==> config.mk <==
export PLATFORM = sky130hd
export DESIGN_NAME = fixed_partition_fit_allocator_unit
export DESIGN_NICKNAME = d
export VERILOG_FILES = /design/src/design/fpfa_pkg.sv /design/src/design/fpfa_ctrl.sv /design/src/design/fpfa_dp.sv /design/src/design/fixed_partition_fit_allocator_unit.sv
export SDC_FILE = /design/constraint.sdc
export NUM_CORES = 1
export LEC_CHECK = 0
export ABC_AREA = 0
export CORE_MARGIN = 10
export CORE_UTILIZATION = 30
export CTS_CLUSTER_SIZE = 8
export DETAILED_ROUTE_END_ITERATION = 8
export DONT_BUFFER_PORTS = 1
export MAX_ROUTING_LAYER = met4
export SYNTH_ARGS = -nofsm -noshare
export SYNTH_HDL_FRONTEND = slang
export SYNTH_SLANG_ARGS = --single-unit
export TNS_END_PERCENT = 10
==> constraint.sdc <==
create_clock -name aclk -period 6.44 [get_ports aclk]
set_clock_uncertainty 0.1 [all_clocks]
set_input_delay 0.644 -clock aclk [delete_from_list [all_inputs] [get_ports aclk]]
set_output_delay 0.644 -clock aclk [all_outputs]
set_load 0.01 [all_outputs]
==> src/design/fpfa_pkg.sv <==
`timescale 1ns / 1ps
// ----------------------------------------------------------------------------
// fpfa_pkg
// Shared types and constants for the fixed partition fit allocator.
// ----------------------------------------------------------------------------
package fpfa_pkg;

    localparam int PARTITIONS_DEF = 8;

    localparam int OPC_W   = 2;
    localparam int SLOT_W  = 3;
    localparam int SIZE_W  = 16;
    localparam int FREE_W  = 19;
    localparam int MODE_W  = 2;
    localparam int PIU_W   = 4;
    localparam int CFG_IDX_W = 2;
    localparam int CFG_DAT_W = 4;

    localparam int IN_DATA_W  = 24;
    localparam int OUT_DATA_W = 24;

    localparam logic [FREE_W-1:0] FREE_MAX = '1;

    localparam logic [MODE_W-1:0] FIT_MODE_RST = '0;
    localparam logic [PIU_W-1:0]  PIU_RST      = 4'd8;

    typedef enum logic [OPC_W-1:0] {
        OP_LOAD     = 2'd0,
        OP_ALLOC    = 2'd1,
        OP_FREE_ALL = 2'd2,
        OP_NOP      = 2'd3
    } opcode_t;

    typedef enum logic [MODE_W-1:0] {
        FIT_FIRST  = 2'd0,
        FIT_BEST   = 2'd1,
        FIT_WORST  = 2'd2,
        FIT_UNUSED = 2'd3
    } fit_mode_t;

    typedef enum logic [CFG_IDX_W-1:0] {
        CFG_FIT_MODE = 2'd0,
        CFG_PIU      = 2'd1,
        CFG_SPARE2   = 2'd2,
        CFG_SPARE3   = 2'd3
    } cfg_index_t;

    typedef enum logic [1:0] {
        ST_IDLE   = 2'd0,
        ST_SCAN   = 2'd1,
        ST_COMMIT = 2'd2
    } ctrl_state_t;

    typedef struct packed {
        logic capture;
        logic scan;
        logic commit;
    } dp_cmd_t;

    typedef struct packed {
        logic scan_done;
        logic out_free;
    } dp_status_t;

endpackage

==> src/design/fpfa_ctrl.sv <==
`timescale 1ns / 1ps
// ----------------------------------------------------------------------------
// fpfa_ctrl
// Sequencer: takes one item, walks the partition table, then commits.
// ----------------------------------------------------------------------------
module fpfa_ctrl
    import fpfa_pkg::*;
(
    input  logic       aclk,
    input  logic       aresetn,
    input  logic       s_tvalid,
    output logic       s_tready,
    input  dp_status_t status,
    output dp_cmd_t    cmd
);

    ctrl_state_t state_reg, state_next;

    always_ff @(posedge aclk) begin
        if (!aresetn) begin
            state_reg <= ST_IDLE;
        end else begin
            state_reg <= state_next;
        end
    end

    always_comb begin
        state_next  = state_reg;
        cmd         = '0;
        s_tready    = 1'b0;
        case (state_reg)
            ST_IDLE: begin
                s_tready = 1'b1;
                if (s_tvalid) begin
                    cmd.capture = 1'b1;
                    state_next  = ST_SCAN;
                end
            end
            ST_SCAN: begin
                if (status.scan_done) begin
                    state_next = ST_COMMIT;
                end else begin
                    cmd.scan = 1'b1;
                end
            end
            ST_COMMIT: begin
                if (status.out_free) begin
                    cmd.commit = 1'b1;
                    state_next = ST_IDLE;
                end
            end
            default: begin
                state_next = ST_IDLE;
            end
        endcase
    end

endmodule

==> src/design/fpfa_dp.sv <==
`timescale 1ns / 1ps
// ----------------------------------------------------------------------------
// fpfa_dp
// Datapath: size memory, mark bits, fit compare, free-size accumulator,
// configuration registers and result register.
// ----------------------------------------------------------------------------
module fpfa_dp
    import fpfa_pkg::*;
#(
    parameter int PARTITIONS = PARTITIONS_DEF
) (
    input  logic                  aclk,
    input  logic                  aresetn,
    input  dp_cmd_t               cmd,
    output dp_status_t            status,
    input  logic [OPC_W-1:0]      in_opcode,
    input  logic [SLOT_W-1:0]     in_slot,
    input  logic [SIZE_W-1:0]     in_request_size,
    input  logic                  cfg_wr,
    input  logic [CFG_IDX_W-1:0]  cfg_index,
    input  logic [CFG_DAT_W-1:0]  cfg_data,
    output logic                  m_tvalid,
    input  logic                  m_tready,
    output logic                  out_granted,
    output logic [SLOT_W-1:0]     out_chosen_partition,
    output logic [FREE_W-1:0]     out_free_total
);

    localparam int IDX_W = (PARTITIONS > 1) ? $clog2(PARTITIONS) : 1;
    localparam int CNT_W = IDX_W + 1;
    localparam int PW    = (CNT_W > PIU_W) ? CNT_W : PIU_W;
    localparam int SW    = (CNT_W > SLOT_W) ? CNT_W : SLOT_W;
    localparam int ACC_W = (SIZE_W + IDX_W > FREE_W) ? SIZE_W + IDX_W : FREE_W;

    // configuration
    logic [MODE_W-1:0] fit_mode_reg;
    logic [PIU_W-1:0]  piu_reg;

    always_ff @(posedge aclk) begin
        if (!aresetn) begin
            fit_mode_reg <= FIT_MODE_RST;
            piu_reg      <= PIU_RST;
        end else if (cfg_wr) begin
            case (cfg_index_t'(cfg_index))
                CFG_FIT_MODE: fit_mode_reg <= cfg_data[MODE_W-1:0];
                CFG_PIU:      piu_reg      <= cfg_data[PIU_W-1:0];
                default: ;
            endcase
        end
    end

    logic [CNT_W-1:0] eff_count;
    always_comb begin
        if (PW'(piu_reg) > PW'(PARTITIONS)) begin
            eff_count = CNT_W'(PARTITIONS);
        end else begin
            eff_count = CNT_W'(piu_reg);
        end
    end

    // item registers
    opcode_t           op_reg;
    logic [SIZE_W-1:0] req_reg;

    always_ff @(posedge aclk) begin
        if (cmd.capture) begin
            op_reg  <= opcode_t'(in_opcode);
            req_reg <= in_request_size;
        end
    end

    // table storage
    logic [SIZE_W-1:0]     size_mem [PARTITIONS];
    logic [PARTITIONS-1:0] loaded_reg;
    logic [PARTITIONS-1:0] mark_reg;

    logic             wr_en;
    logic [IDX_W-1:0] wr_addr;
    assign wr_en   = cmd.capture && (opcode_t'(in_opcode) == OP_LOAD)
                     && (SW'(in_slot) < SW'(PARTITIONS));
    assign wr_addr = IDX_W'(in_slot);

    always_ff @(posedge aclk) begin
        if (wr_en) begin
            size_mem[wr_addr] <= in_request_size;
        end
    end

    // scan
    logic [CNT_W-1:0]  scan_cnt_reg;
    logic [IDX_W-1:0]  rd_addr;
    logic [SIZE_W-1:0] rd_data_reg;
    logic              rd_loaded_reg;
    logic              rd_valid_reg;
    logic [IDX_W-1:0]  rd_idx_reg;

    assign rd_addr = scan_cnt_reg[IDX_W-1:0];

    always_ff @(posedge aclk) begin
        if (cmd.scan) begin
            rd_data_reg   <= size_mem[rd_addr];
            rd_loaded_reg <= loaded_reg[rd_addr];
            rd_idx_reg    <= rd_addr;
        end
    end

    always_ff @(posedge aclk) begin
        if (!aresetn) begin
            scan_cnt_reg <= '0;
            rd_valid_reg <= 1'b0;
        end else begin
            rd_valid_reg <= cmd.scan;
            if (cmd.capture) begin
                scan_cnt_reg <= '0;
            end else if (cmd.scan) begin
                scan_cnt_reg <= scan_cnt_reg + CNT_W'(1);
            end
        end
    end

    // compare stage
    logic [SIZE_W-1:0] cur_size;
    logic [SIZE_W-1:0] cur_left;
    logic              cur_free;
    logic              cur_fits;
    logic              take;

    logic              found_reg;
    logic [IDX_W-1:0]  best_idx_reg;
    logic [SIZE_W-1:0] best_left_reg;
    logic [SIZE_W-1:0] best_size_reg;
    logic [ACC_W-1:0]  acc_reg;

    assign cur_size = rd_loaded_reg ? rd_data_reg : '0;
    assign cur_free = !mark_reg[rd_idx_reg];
    assign cur_fits = cur_free && (cur_size >= req_reg);
    assign cur_left = cur_size - req_reg;

    always_comb begin
        case (fit_mode_t'(fit_mode_reg))
            FIT_BEST:  take = !found_reg || (cur_left < best_left_reg);
            FIT_WORST: take = !found_reg || (cur_left > best_left_reg);
            default:   take = !found_reg;
        endcase
    end

    always_ff @(posedge aclk) begin
        if (!aresetn) begin
            found_reg <= 1'b0;
        end else if (cmd.capture) begin
            found_reg <= 1'b0;
        end else if (rd_valid_reg && cur_fits) begin
            found_reg <= 1'b1;
        end
    end

    always_ff @(posedge aclk) begin
        if (cmd.capture) begin
            acc_reg <= '0;
        end else if (rd_valid_reg) begin
            if (cur_free) begin
                acc_reg <= acc_reg + ACC_W'(cur_size);
            end
            if (cur_fits && take) begin
                best_idx_reg  <= rd_idx_reg;
                best_left_reg <= cur_left;
                best_size_reg <= cur_size;
            end
        end
    end

    // commit
    logic             grant;
    logic [ACC_W-1:0] total;

    assign grant = (op_reg == OP_ALLOC) && found_reg;
    assign total = grant ? (acc_reg - ACC_W'(best_size_reg)) : acc_reg;

    always_ff @(posedge aclk) begin
        if (!aresetn) begin
            loaded_reg <= '0;
            mark_reg   <= '0;
        end else begin
            if (wr_en) begin
                loaded_reg[wr_addr] <= 1'b1;
                mark_reg[wr_addr]   <= 1'b0;
            end
            if (cmd.capture && (opcode_t'(in_opcode) == OP_FREE_ALL)) begin
                mark_reg <= '0;
            end
            if (cmd.commit && grant) begin
                mark_reg[best_idx_reg] <= 1'b1;
            end
        end
    end

    logic m_valid_reg;

    always_ff @(posedge aclk) begin
        if (!aresetn) begin
            m_valid_reg <= 1'b0;
        end else if (cmd.commit) begin
            m_valid_reg <= 1'b1;
        end else if (m_tready) begin
            m_valid_reg <= 1'b0;
        end
    end

    always_ff @(posedge aclk) begin
        if (cmd.commit) begin
            out_granted          <= grant;
            out_chosen_partition <= grant ? SLOT_W'(best_idx_reg) : '0;
            out_free_total       <= (total > ACC_W'(FREE_MAX)) ? FREE_MAX
                                                               : FREE_W'(total);
        end
    end

    assign m_tvalid         = m_valid_reg;
    assign status.out_free  = !m_valid_reg || m_tready;
    assign status.scan_done = (scan_cnt_reg >= eff_count);

endmodule

==> src/design/fixed_partition_fit_allocator_unit.sv <==
`timescale 1ns / 1ps
// ----------------------------------------------------------------------------
// fixed_partition_fit_allocator_unit
// Fixed partition table with first, best and worst fit allocation.
//
//   channel  dir  handshake          payload
//   s_       in   s_tvalid/s_tready  opcode, slot, request_size
//   m_       out  m_tvalid/m_tready  granted, chosen_partition, free_total
//   cfg_     in   cfg_valid/cfg_ready  register index, write data
//
// Steps per item, N being the number of partitions in use: one table read
// per partition through the single memory read port, one compare of the last
// entry read, one commit.
// One item is worked on at a time; the result register frees the input side
// while a result waits. A stalled result holds the commit step.
// Reset clears marks and valid bits at once; no clearing pass.
// ----------------------------------------------------------------------------
module fixed_partition_fit_allocator_unit
    import fpfa_pkg::*;
#(
    parameter int PARTITIONS = PARTITIONS_DEF
) (
    input  logic                  aclk,
    input  logic                  aresetn,
    input  logic                  s_tvalid,
    output logic                  s_tready,
    input  logic [IN_DATA_W-1:0]  s_tdata,   // opcode[1:0], slot[4:2], request_size[20:5]
    output logic                  m_tvalid,
    input  logic                  m_tready,
    output logic [OUT_DATA_W-1:0] m_tdata,   // granted[0], chosen_partition[3:1],
                                             // free_total[22:4]
    input  logic                  cfg_valid,
    output logic                  cfg_ready,
    input  logic [CFG_IDX_W-1:0]  cfg_index,
    input  logic [CFG_DAT_W-1:0]  cfg_data
);

    dp_cmd_t    cmd;
    dp_status_t status;

    logic              out_granted;
    logic [SLOT_W-1:0] out_chosen_partition;
    logic [FREE_W-1:0] out_free_total;

    assign cfg_ready = 1'b1;

    fpfa_ctrl u_ctrl (
        .aclk     (aclk),
        .aresetn  (aresetn),
        .s_tvalid (s_tvalid),
        .s_tready (s_tready),
        .status   (status),
        .cmd      (cmd)
    );

    fpfa_dp #(
        .PARTITIONS (PARTITIONS)
    ) u_dp (
        .aclk                 (aclk),
        .aresetn              (aresetn),
        .cmd                  (cmd),
        .status               (status),
        .in_opcode            (s_tdata[1:0]),
        .in_slot              (s_tdata[4:2]),
        .in_request_size      (s_tdata[20:5]),
        .cfg_wr               (cfg_valid && cfg_ready),
        .cfg_index            (cfg_index),
        .cfg_data             (cfg_data),
        .m_tvalid             (m_tvalid),
        .m_tready             (m_tready),
        .out_granted          (out_granted),
        .out_chosen_partition (out_chosen_partition),
        .out_free_total       (out_free_total)
    );

    assign m_tdata = {1'b0, out_free_total, out_chosen_partition, out_granted};

`ifndef NO_ASSERTIONS
    a_one_item: assert property (@(posedge aclk) disable iff (!aresetn)
        (s_tvalid && s_tready) |=> !s_tready)
        else $error("input taken while an item is in flight");

    a_result_after_work: assert property (@(posedge aclk) disable iff (!aresetn)
        $rose(m_tvalid) |-> $past(!s_tready))
        else $error("result appeared without an item in flight");

    a_no_grant_no_index: assert property (@(posedge aclk) disable iff (!aresetn)
        (m_tvalid && !m_tdata[0]) |-> (m_tdata[3:1] == '0))
        else $error("index reported without a grant");
`endif

endmodule
==> impl_metrics.json, run 1 <==
{
  "dr.pass1.iters": 5,
  "ant_nets": 0,
  "grt_max_degree": 40,
  "synth_warnings": 0,
  "async_flop_share": 0,
  "placed_area_um2": 13700,
  "crit_type": "reg -> reg",
  "syn-num-nets": 1071,
  "hold_violations": 0,
  "finalCritPeriodShare": 0.785,
  "drt_drc_violations_left": 0,
  "synth_edf_count": 224,
  "cp-startpoint": "u_dp.rd_loaded_reg$_DFFE_PP_",
  "vias_per_cell": 4.74,
  "postSynthCellCount": 964,
  "r2r-start": "u_dp.rd_loaded_reg$_DFFE_PP_",
  "drt_iter0_drc": 395,
  "cts_root_buf": "clkbuf_16",
  "grtUsageTotal": 0.109,
  "postCtsSetupBuffers": 0,
  "end_kind": "register",
  "nFillCells": 4111,
  "diodes": 0,
  "antenna_found_initial": 0,
  "cts.path.max_buffers": 3,
  "clock-sinks": 274,
  "layout_setup_ws_ns": 1.38,
  "yosysMostFrequentCell": "edfxtp_1",
  "synth.area.top_cells": "edfxtp_1 (52%), dfxtp_1 (7.7%), ha_1 (6.7%)",
  "drv_slew": 0,
  "core_um2": 42900,
  "hpwl_um": 19100,
  "power_density_nw_per_um2": 295,
  "cts_tree": "yes",
  "outcome": "completed",
  "required_ns": 6.57,
  "htree_levels": 2,
  "start_util": 0.302,
  "yosys-top-cells-count": "edfxtp_1 (224), nand2_1 (75), ha_1 (69)",
  "critPathArrivalTime_ns": 5.19,
  "ys_ff_latch": 274,
  "setup_violations": 0,
  "drive_above_1_share": 0.132,
  "syn_area_um2": 13000,
  "hold_buffers": 0,
  "wl_per_cell_um": 17.4,
  "post-place-ws_ns": 1.43,
  "rows": 76,
  "dieWidth_um": 228,
  "routabilityCongestion": 0.834,
  "period_needed_ns": 5.06,
  "grt_overflow": 0,
  "ys_seq_area_frac": 0.596,
  "io_pins": 62,
  "area_delta_synth_final_pct": 14.8,
  "grt_pass1_vias": 7890,
  "syn_area_per_cell_um2": 13.4,
  "final_cell_area_um2": 14900,
  "cts_made_buffers": 40,
  "worst_pin_slew_ns": 0.993,
  "die-area_um2": 51900,
  "crit_fanout": 10,
  "ys_types": 69,
  "p_leak_nw": 5.43,
  "finalPower_mw": 4.39,
  "cts-resized-gates": 0,
  "relSlewSlack": 0.338,
  "hold_path_class": "in -> reg",
  "irDropWorstVdd_mv": 0.184,
  "yosys_most_used_dff": "edfxtp_1",
  "rsz0062_at_grt": "no",
  "max_freq_mhz": 198,
  "fin_nets": 1102,
  "cp-start-kind": "register",
  "yosys.area.top_type": "edfxtp_1",
  "setup-tns-final_ns": 0,
  "largest_register_ffs": 128,
  "yosysTopAreaCellShare": 0.519,
  "io_buffers": 0,
  "grt_pass1_wl_um": 44200,
  "clk_latency_ns": 0.54,
  "maxCapViolations": 0,
  "drt-total-wl_um": 27800,
  "cts.clk_slew.worst_paths_ns": 0.05,
  "holdCritStartpoint": "aresetn",
  "fp.dieH_um": 228,
  "dr_total_vias": 7592,
  "fin_util": 0.347
}
-- cell families after synthesis --
group | Yosys count | share of synthesized area
compound gates | 184 | 0.100
simple gates | 234 | 0.0911
xor+xnor | 39 | 0.0264
mux | 61 | 0.0840
other cells | 2 | 0.000580
buf+inv | 97 | 0.0294
flops | 274 | 0.596
fa+ha+maj | 73 | 0.0720
-- layer usage --
metal / share of wire / up-vias / global-route usage / wire length [µm]
met5: 0 / - / - / 0
met4: 0.024 / 0 / 0.0363 / 672
met3: 0.043 / 47 / 0.0259 / 1190
met2: 0.48 / 114 / 0.176 / 13400
met1: 0.45 / 3751 / 0.133 / 12600
li1: - / 3680 / - / -
-- worst max-delay path, stage by stage (launching register included) --
cell,delay [ns]
edfxtp_1,0.33
and2_1,0.32
ha_1,0.31
a21o_1,0.18
a21o_1,0.20
a21o_1,0.21
a221o_1,0.39
a2111o_1,0.44
o211ai_1,0.19
ha_1,0.32
a21oi_1,0.13
nor2b_1,0.05
o21ai_0,0.23
a211oi_1,0.12
o21a_1,0.19
o31ai_1,0.23
and3_1,0.54
buf_4,0.27
-- metrics by stage --
step / hold WS (ns) / std cells
after floorplan: 0.331 / 964
after global placement: 0.344 / 1538
after detailed placement: 0.352 / 1538
after CTS: 0.0536 / 1601
after global routing: 0.0671 / 1601
final: 0.0761 / 1601
-- final timing paths --
path                            slack (ns)                              end  cells after the start
worst max-delay path                  1.38  u_dp.best_left_reg[9]$_DFFE_PP_                     17
worst min register to register        0.36  u_dp.loaded_reg[2]$_SDFFE_PN0P_                      1
worst max register to register        1.38  u_dp.best_left_reg[9]$_DFFE_PP_                     17
worst min-delay path                  0.08     u_dp.piu_reg[3]$_SDFFE_PN1P_                      1
-- placed cells by master (no fill, tap or decap), types with 21 or more instances in the layout --
master / instances
a21o_1: 21
a21oi_1: 42
and2_1: 30
clkbuf_16: 40
dfxtp_1: 49
edfxtp_1: 224
ha_1: 69
inv_1: 65
mux4_2: 36
nand2_1: 75
nor2_1: 32
o21ai_0: 26
xnor2_1: 24
-- final cells by class --
| class | count | area, µm² | share of cell area |
|---|---|---|---|
| flip-flops and latches | 274 | 7730 | 0.520 |
| multi-input cells | 593 | 4870 | 0.327 |
| clock buffers | 60 | 1090 | 0.0730 |
| well taps | 585 | 732 | 0.0492 |
| inverters | 68 | 255 | 0.0172 |
| repair buffers | 18 | 148 | 0.00993 |
| clock inverters | 3 | 55.1 | 0.00370 |
-- power breakdown --
group	leakage [nW]	switching [mW]	internal, mW	total (mW)
clock network	0.548	0.739	1.16	1.90
logic	2.43	0.283	0.199	0.482
registers	2.45	0.0309	1.98	2.01
total	5.43	1.05	3.34	4.39
(Power assumes the default switching activity.)
==> run 2, diff against run 1 <==
Clock period 6.44 ns to 4.6 ns, I/O delays scaled along.
==> run 2 against run 1 <==
Effect of this change:
- die area is the same
- first-iteration DRC count is 27% higher
- global-route usage is 0.44 points higher
- routed wire length increased by 5.5%
- final area increased by 3.5%
- worst hold slack lost 0.0036 ns
- maximum frequency up 11%
- sequential power up 40%
- via count rose by 3.8%
==> impl_metrics.json, run 2 (synthesized netlist as in run 1, its figures left out) <==
{
  "outcome": "completed",
  "hold_violations": 0,
  "holdCritStartpoint": "aresetn",
  "fin_nets": 1139,
  "required_ns": 4.74,
  "dp_cells": 1545,
  "grt_overflow": 0,
  "io_pins": 62,
  "dieWidth_um": 228,
  "cts_made_buffers": 40,
  "grtUsageTotal": 0.114,
  "power_density_nw_per_um2": 405,
  "placed_area_um2": 13800,
  "drt_iter0_drc": 500,
  "setup-tns-final_ns": 0,
  "rows": 76,
  "start_util": 0.302,
  "cts.clk_slew.worst_paths_ns": 0.05,
  "layout_setup_ws_ns": 0.0466,
  "dr_total_vias": 7883,
  "drt-total-wl_um": 29400,
  "final_cell_area_um2": 15400,
  "final_cell_mix": "edfxtp_1 (224), nand2_1 (75), inv_1 (64), ha_1 (63), dfxtp_1 (49)",
  "wl_per_cell_um": 17.9,
  "layout.cells.most_common": "edfxtp_1",
  "crit_family": "compound AO/OA/AOI/OAI gates",
  "die-area_um2": 51900,
  "cpPeakStageDelay_ns": 0.49,
  "routabilityCongestion": 0.822,
  "cp-start-kind": "register",
  "grt_pass1_vias": 8080,
  "maxCapViolations": 0,
  "grt_pass1_wl_um": 45900,
  "hold_end": "u_dp.scan_cnt_reg[0]$_SDFFE_PP0P_",
  "period_needed_ns": 4.55,
  "clk_latency_ns": 0.54,
  "fin_util": 0.359,
  "grt_max_degree": 40,
  "cts_root_buf": "clkbuf_16",
  "ant_nets": 0,
  "htree_levels": 2,
  "setup_violations": 0,
  "whs_ns": 0.0726,
  "multiInputGateArea_um2": 4990,
  "clock-sinks": 274,
  "crit_type": "reg -> reg",
  "relSlewSlack": 0.447,
  "hpwl_um": 19200,
  "cts.path.max_buffers": 3,
  "finalNonFillerCells": 1640,
  "core_um2": 42900,
  "largest_register_ffs": 128,
  "critPathArrivalTime_ns": 4.69,
  "holdPathStages": 2,
  "nFillCells": 4079,
  "hold_path_class": "in -> reg",
  "post-place-ws_ns": -0.0262,
  "rr_worst_depth": 18,
  "fp.dieH_um": 228,
  "area_delta_synth_final_pct": 18.8,
  "p_leak_nw": 5.61,
  "finalPower_mw": 6.23,
  "r2r-start": "u_dp.rd_loaded_reg$_DFFE_PP_",
  "worst_pin_slew_ns": 0.827,
  "reg2reg_slack_ns": 0.05,
  "drv_slew": 0,
  "cp_num_buf_inv": 2,
  "crit_chain": "and2_4 > buf_4 > fa_2 > a21o_1 > a21oi_4 > o211a_1 > o31ai_2 > a21oi_1 > xnor2_1 > ha_1 > and4_1 > nand3_2 > a211oi_2 > nor4_2 > o21ai_1 > o31ai_1 > and3_4 > clkbuf_16",
  "rsz0062_at_grt": "yes",
  "finalCritPeriodShare": 0.990,
  "io_buffers": 0,
  "ff_latch_area_um2": 7730,
  "end_kind": "register",
  "dr.pass1.iters": 5,
  "max_freq_mhz": 220,
  "drive_above_1_share": 0.163,
  "crit_path_top_delay_cell": "edfxtp_1",
  "cts_tree": "yes",
  "reg2reg_to": "u_dp.best_size_reg[12]$_DFFE_PP_",
  "antenna_found_initial": 2,
  "vias_per_cell": 4.81,
  "crit_fanout": 6,
  "irDropWorstVdd_mv": 0.299,
  "drt_drc_violations_left": 0
}
==> run 2: changes by cell type in the layout (fill, tap and decap cells not counted), sizes merged <==
cell	delta
clkinv	+2
diode	+2
buf	+12
dlygate4sd3	+23
==> run 2: per-layer routing <==
layer  vias up  global-route usage  share of wire
met3        46              0.0231          0.040
met2       141               0.182           0.48
met1      3930               0.140           0.45
met4         0              0.0426          0.027
li1       3766                   -              -
met5         -                   -              0
==> run 2: final cells by class <==
| type | count | share of cell area |
|---|---|---|
| tap | 585 | 0.0475 |
| clock inverter | 5 | 0.00512 |
| clock buffer | 58 | 0.0694 |
| sequential | 274 | 0.502 |
| timing repair buffer | 55 | 0.0347 |
| multi-input combinational | 593 | 0.324 |
| antenna | 2 | 0.000325 |
| inverter | 68 | 0.0166 |
==> run 2: how the worst max path moves through the flow <==
stage / from / end / slack, ns / cells after the start
2_1_floorplan: u_dp.rd_loaded_reg$_DFFE_PP_ / u_dp.best_idx_reg[0]$_DFFE_PP_ / 0.11 / 16
3_3_place_gp: u_dp.rd_loaded_reg$_DFFE_PP_ / u_dp.best_size_reg[10]$_DFFE_PP_ / 0.07 / 17
3_5_place_dp: u_dp.rd_loaded_reg$_DFFE_PP_ / u_dp.best_left_reg[10]$_DFFE_PP_ / -0.03 / 18
4_1_cts: u_dp.rd_loaded_reg$_DFFE_PP_ / u_dp.best_left_reg[9]$_DFFE_PP_ / 0.03 / 17
5_1_grt: u_dp.rd_loaded_reg$_DFFE_PP_ / u_dp.best_size_reg[5]$_DFFE_PP_ / -0.17 / 18
6_report: u_dp.rd_loaded_reg$_DFFE_PP_ / u_dp.best_size_reg[12]$_DFFE_PP_ / 0.05 / 18
==> run 2: power breakdown <==
group / internal, mW / switching (mW) / total (mW)
Combinational: 0.317 / 0.437 / 0.754
Sequential: 2.78 / 0.0455 / 2.82
Clock: 1.61 / 1.05 / 2.66
Total: 4.70 / 1.53 / 6.23
==> run 2: what timing repair did <==
item / CTS / global route
resized for setup: 2 / 28
endpoints found under the setup margin: 35 / 35
hold buffers: 23 / 0
pin swaps: 0 / 20
hold endpoints to repair: 172 / 0
setup buffers: 0 / 3
cloned: 0 / 4
